===== src/hdl/tla_pkg.sv =====
package tla_pkg;

    localparam int FRAC_BITS  = 16;
    localparam int VAL_W      = FRAC_BITS + 1;
    localparam int PROD_W     = 2 * VAL_W - 1;
    localparam int SUM_W      = 45;
    localparam int WPROD_W    = SUM_W + VAL_W;
    localparam int DEN_W      = SUM_W + 2;
    localparam int DERIV_W    = 32;
    localparam int RES_W      = DERIV_W + 1;
    localparam int CNT_W      = 6;
    localparam int IDX_W      = 1;
    localparam int IN_DATA_W  = 40;
    localparam int OUT_DATA_W = 56;

    localparam logic [VAL_W-1:0] UNIT_VAL      = VAL_W'(1) << FRAC_BITS;
    localparam logic [VAL_W-1:0] WEIGHT_RESET  = VAL_W'(1) << (FRAC_BITS - 1);
    localparam logic [SUM_W-1:0] SUM_LIMIT     = '1;
    localparam logic [RES_W-1:0] DERIV_CAP     = RES_W'(1) << (DERIV_W - 1);

    localparam logic [CNT_W-1:0] MUL_LAST   = CNT_W'(FRAC_BITS);
    localparam logic [CNT_W-1:0] RATIO_LAST = CNT_W'(FRAC_BITS);
    localparam logic [CNT_W-1:0] ROUND_STEP = CNT_W'(FRAC_BITS + 1);
    localparam logic [CNT_W-1:0] DIV1_LAST  = CNT_W'(3 * FRAC_BITS);
    localparam logic [CNT_W-1:0] DIV_LAST   = CNT_W'(3 * FRAC_BITS + 1);

    localparam logic [IDX_W-1:0] REG_FP_WEIGHT = 1'b0;
    localparam logic [IDX_W-1:0] REG_FN_WEIGHT = 1'b1;

    typedef enum logic [2:0] {
        ST_ACC,
        ST_FLUSH,
        ST_LOAD,
        ST_MUL,
        ST_DEN_A,
        ST_DEN_B,
        ST_DIV,
        ST_DONE
    } tla_state_t;

    typedef struct packed {
        logic accept;
        logic mul_load;
        logic mul_step;
        logic den_a;
        logic den_b;
        logic div1_en;
        logic div1_first;
        logic div2_en;
        logic ratio_shift;
        logic ratio_round;
        logic load_out;
    } tla_cmd_t;

    typedef struct packed {
        logic den_zero;
        logic out_free;
    } tla_status_t;

    function automatic logic [VAL_W-1:0] clamp_unit(input logic [VAL_W-1:0] v);
        return (v > UNIT_VAL) ? UNIT_VAL : v;
    endfunction

endpackage


===== src/hdl/tla_ctrl.sv =====
module tla_ctrl (
    input  logic               clk,
    input  logic               rst_n,
    input  logic               s_axis_tvalid,
    input  logic               s_axis_tlast,
    output logic               s_axis_tready,
    input  tla_pkg::tla_status_t status,
    output tla_pkg::tla_cmd_t    cmd
);
    import tla_pkg::*;

    tla_state_t       state_reg;
    tla_state_t       state_next;
    logic [CNT_W-1:0] cnt_reg;
    logic [CNT_W-1:0] cnt_next;

    always_ff @(posedge clk or negedge rst_n)
    begin
        if (!rst_n)
        begin
            state_reg <= ST_ACC;
            cnt_reg   <= '0;
        end
        else
        begin
            state_reg <= state_next;
            cnt_reg   <= cnt_next;
        end
    end

    always_comb
    begin
        state_next = state_reg;
        unique case (state_reg)
            ST_ACC:
            begin
                if (s_axis_tvalid && s_axis_tlast)
                    state_next = ST_FLUSH;
            end
            ST_FLUSH: state_next = ST_LOAD;
            ST_LOAD:  state_next = ST_MUL;
            ST_MUL:
            begin
                if (cnt_reg == MUL_LAST)
                    state_next = ST_DEN_A;
            end
            ST_DEN_A: state_next = ST_DEN_B;
            ST_DEN_B: state_next = ST_DIV;
            ST_DIV:
            begin
                if (status.den_zero || cnt_reg == DIV_LAST)
                    state_next = ST_DONE;
            end
            ST_DONE:
            begin
                if (status.out_free)
                    state_next = ST_ACC;
            end
            default:  state_next = ST_ACC;
        endcase
    end

    always_comb
    begin
        if ((state_reg == ST_MUL || state_reg == ST_DIV) && state_next == state_reg)
            cnt_next = cnt_reg + CNT_W'(1);
        else
            cnt_next = '0;
    end

    always_comb
    begin
        cmd           = '0;
        s_axis_tready = 1'b0;
        unique case (state_reg)
            ST_ACC:
            begin
                s_axis_tready = 1'b1;
                cmd.accept    = s_axis_tvalid;
            end
            ST_FLUSH: ;
            ST_LOAD:  cmd.mul_load = 1'b1;
            ST_MUL:   cmd.mul_step = 1'b1;
            ST_DEN_A: cmd.den_a    = 1'b1;
            ST_DEN_B: cmd.den_b    = 1'b1;
            ST_DIV:
            begin
                if (!status.den_zero)
                begin
                    cmd.div1_en     = (cnt_reg <= DIV1_LAST);
                    cmd.div1_first  = (cnt_reg == '0);
                    cmd.div2_en     = (cnt_reg != '0);
                    cmd.ratio_shift = (cnt_reg <= RATIO_LAST);
                    cmd.ratio_round = (cnt_reg == ROUND_STEP);
                end
            end
            ST_DONE:  cmd.load_out = status.out_free;
            default: ;
        endcase
    end

    a_load_returns: assert property (@(posedge clk) disable iff (!rst_n)
        cmd.load_out |=> state_reg == ST_ACC)
        else $error("result load did not return to accumulation");

    a_mul_length: assert property (@(posedge clk) disable iff (!rst_n)
        (state_reg == ST_MUL && cnt_reg == MUL_LAST) |=> state_reg == ST_DEN_A)
        else $error("weight multiply ran past its step count");

    a_div_bound: assert property (@(posedge clk) disable iff (!rst_n)
        (state_reg == ST_DIV) |-> cnt_reg <= DIV_LAST)
        else $error("divide step count out of range");

endmodule


===== config.mk =====
export PLATFORM = sky130hd
export DESIGN_NAME = tla_ctrl
export DESIGN_NICKNAME = d
export VERILOG_FILES = /design/src/hdl/tla_pkg.sv /design/src/hdl/tla_ctrl.sv
export SDC_FILE = /design/constraint.sdc
export NUM_CORES = 1
export LEC_CHECK = 0
export BUFFER_PORTS_ARGS = -buffer_cell sky130_fd_sc_hd__buf_2
export CORE_AREA = 5 5 48 50
export CTS_CLUSTER_SIZE = 30
export DETAILED_ROUTE_END_ITERATION = 10
export DIE_AREA = 0 0 53 55
export PLACE_DENSITY = 0.58
export SYNTH_ARGS = -nofsm -noshare
export SYNTH_HDL_FRONTEND = slang
export SYNTH_SLANG_ARGS = --single-unit
export TNS_END_PERCENT = 50

===== constraint.sdc =====
create_clock -name clk -period 2.1 [get_ports clk]
set_clock_uncertainty 0.1 [all_clocks]
set_input_delay 0 -clock clk [delete_from_list [all_inputs] [get_ports clk]]
set_output_delay 0 -clock clk [all_outputs]
set_load 0.01 [all_outputs]

==> reports/results.tsv <==
metric	value	unit
clock root cell	sky130_fd_sc_hd__clkbuf_4	
number of design-rule violations left by the first detailed-router iteration	16	
weighted congestion reported at the end of routability-driven placement	0.831	
critical path fanouts, max	5	
drt first pass iters	4	
diode count	0	
post-synth design cell area	606	sq um
number of antenna violations at the first check in global routing	0	
post-CTS sizing	0	
syn_area_per_cell	9.61	sq um
# placed instances	106	
Via Count	537	
leading cell types in the layout, fill and taps excluded	17 x sky130_fd_sc_hd__buf_2, 9 x sky130_fd_sc_hd__dfrtp_1, 7 x sky130_fd_sc_hd__a21oi_1	
final-report setup violation count	0	
count of port buffers added during placement	17	
count of distinct cell types in the synthesized netlist	29	
post-layout power	0.000800	W
critical path required time	2000	ps
most frequent standard cell in the layout excluding fill and tap cells	sky130_fd_sc_hd__buf_2	
arrival time at the worst endpoint	1800	ps
first-pass GRT wire length	2440	microns
Core ar.	1860	sq um
fraction of final layout cells with drive strength greater than 1	34.5	%
prevailing post-synth register cell	sky130_fd_sc_hd__dfrtp_1	
DRC Markers	0	
ratio of final minimum period to clock period	90.3	%
setup repair after global routing missed its margin	no	
share of synthesized registers carrying an async set or reset	100	%
relative slew slack	75.5	%
cell with the largest stage delay on the worst path	sky130_fd_sc_hd__or4b_4	
deepest clock path buffer count	2	
Clk Latency, worst-skew pair	270	ps
aggregate global-route resource usage	11.6	%
synthesized netlist cell count	63	
post-detailed-route wirelength per cell	12.9	microns
Yosys reg bits	9	
syn nets	72	
chip height	55	microns
pin count of the biggest net entering global routing	12	
number of synthesized flops with an enable pin	0	
growth of design area from synthesis to finish	25.4	%
largest stage delay on the critical path	530	ps
max reg flops	6	
maximum vdd ir drop	0.391	mV
maxcap violations	0	
detailed-route wire length	1440	microns
number of cells in the finished layout apart from fillers	111	
pins over their slew limit	0	
kind of start point of the critical path	flop	
Fill cells	195	
number of nets still failing antenna checks after routing	0	
sequential cell area fraction in the yosys report	37.2	%
die boundary width	53	microns
nature of the critical path endpoint	output pin	
worst path buffer plus inverter count	2	
CTS clock-pin slew for the worst setup and hold paths	70	ps
kind of critical path	flop to output pin	
total power divided by cell area	1050	nW/um^2
number of clock sinks	9	
post-route setup TNS	0	ps
Worst Max-Slew Pin Slew	367	ps
area enclosed by the die boundary	2920	sq um
final number of hold-violating endpoints	0	
path class of the lowest-slack min-delay path	input pin to flop	
Avg Vias per Cell	4.84	
nets	94	
GR Overflow Total	0	
number of global-route vias before repair	546	
synth warn	0	
I/O pin count	18	
total leakage power	0.352	nW
Layout Utilization	40.8	%
outcome	finished, final reports clean	
CTS tree	built	
CP Cell Sequence	inv_1 > ha_1 > or4b_4 > nor3_1 > buf_2	
maximum level of the CTS H-tree	1	
initial standard-cell utilization of the core	32.5	%
maximum achievable frequency	527	MHz
number of setup buffers added after CTS	0	
standard-cell row count	16	
hpwl dp	1090	microns
final period demand of the worst path	1900	ps
Crit path max-delay family	simple AND/OR/NAND/NOR gates	
number of buffers added by the clock tree synthesis step	3	
per-stage QoR:
| step | instance area, sq um | hold WS [ps] | worst slack (ps) |
|---|---|---|---|
| after global placement | 722 | -235 | 402 |
| final | 759 | 4.42 | 203 |
| after floorplan | 606 | -396 | 474 |
| after global routing | 759 | 20.2 | 114 |
| after CTS | 759 | 0.203 | 183 |
| after detailed placement | 722 | -233 | 357 |
worst register-to-register path, stage by stage, from the launching register on:
cell                       delay, ps
sky130_fd_sc_hd__dfrtp_1         400
sky130_fd_sc_hd__inv_1            90
sky130_fd_sc_hd__ha_1            160
sky130_fd_sc_hd__or4b_4          530
sky130_fd_sc_hd__o21ai_4         220
sky130_fd_sc_hd__a21boi_0        130
Yosys cell counts (2+ instances only):
cell type                 n  share of area (%)
sky130_fd_sc_hd__dfrtp_1  9                 37
sky130_fd_sc_hd__a21oi_1  7                5.8
sky130_fd_sc_hd__nor2_1   5                3.1
sky130_fd_sc_hd__inv_1    4                2.5
sky130_fd_sc_hd__nor3_1   4                3.3
sky130_fd_sc_hd__ha_1     3                6.2
sky130_fd_sc_hd__nand2_1  3                1.9
sky130_fd_sc_hd__nand3_1  3                2.5
sky130_fd_sc_hd__and2_1   2                2.1
sky130_fd_sc_hd__and3b_1  2                2.9
sky130_fd_sc_hd__buf_2    2                1.7
sky130_fd_sc_hd__xnor2_1  2                2.9
worst paths after layout:
| kind | from | to | slack, ps | cells after the start |
|---|---|---|---|---|
| max | cnt_reg[1] | cmd[4] | 200 | 5 |
| min | status[0] | state_reg[1] | 4 | 4 |
| max reg2reg | cnt_reg[1] | cnt_reg[1] | 350 | 5 |
| min reg2reg | cnt_reg[0] | cnt_reg[0] | 410 | 1 |
| max in group asynchronous | rst_n | state_reg[0] | 1700 | 2 |
| min in group asynchronous | rst_n | state_reg[1] | 10 | 2 |
logic make-up (layout without fill, tap and decap cells):
logic type / after synthesis / in the layout / synth area share, %
xor gates and xnor gates: 3 / 3 / 4.34
DFF: 9 / 9 / 37.2
buffers and inverters: 6 / 27 / 4.13
and+or+nand+nor: 25 / 25 / 25.2
AOI/OAI and AO/OA: 17 / 17 / 22.9
adders and majority gates: 3 / 3 / 6.20
metal layers:
metal / part of all wire, % / vias to the layer above / global-route usage, %
met1: 48 / 242 / 14.5
met2: 43 / 19 / 18.2
li1: - / 272 / -
met3: 7.5 / 4 / 2.95
met5: 0 / - / 0
met4: 1.5 / 0 / 6.38
cell type report:
type	count	area, sq um	share of cell area [%]
clock inverter	1	5.00	0.659
inverter	4	15.0	1.98
sequential	9	225	29.7
timing repair buffer	19	103	13.5
tap	27	33.8	4.45
clock buffer	3	22.5	2.97
multi-input combinational	48	355	46.8
where the power goes:
| part | switching (W) | total (W) | internal, W |
|---|---|---|---|
| Clock | 0.0000676 | 0.000138 | 0.0000705 |
| Combinational | 0.000207 | 0.000363 | 0.000156 |
| Sequential | 0.0000786 | 0.000299 | 0.000220 |
| Total | 0.000354 | 0.000800 | 0.000446 |
timing repair:
action	4_1_cts	5_1_grt
hold buffers	1	0
setup endpoints to repair	0	0
endpoints found under the hold margin	9	0
Note: power is estimated with default switching activity, not from simulation.
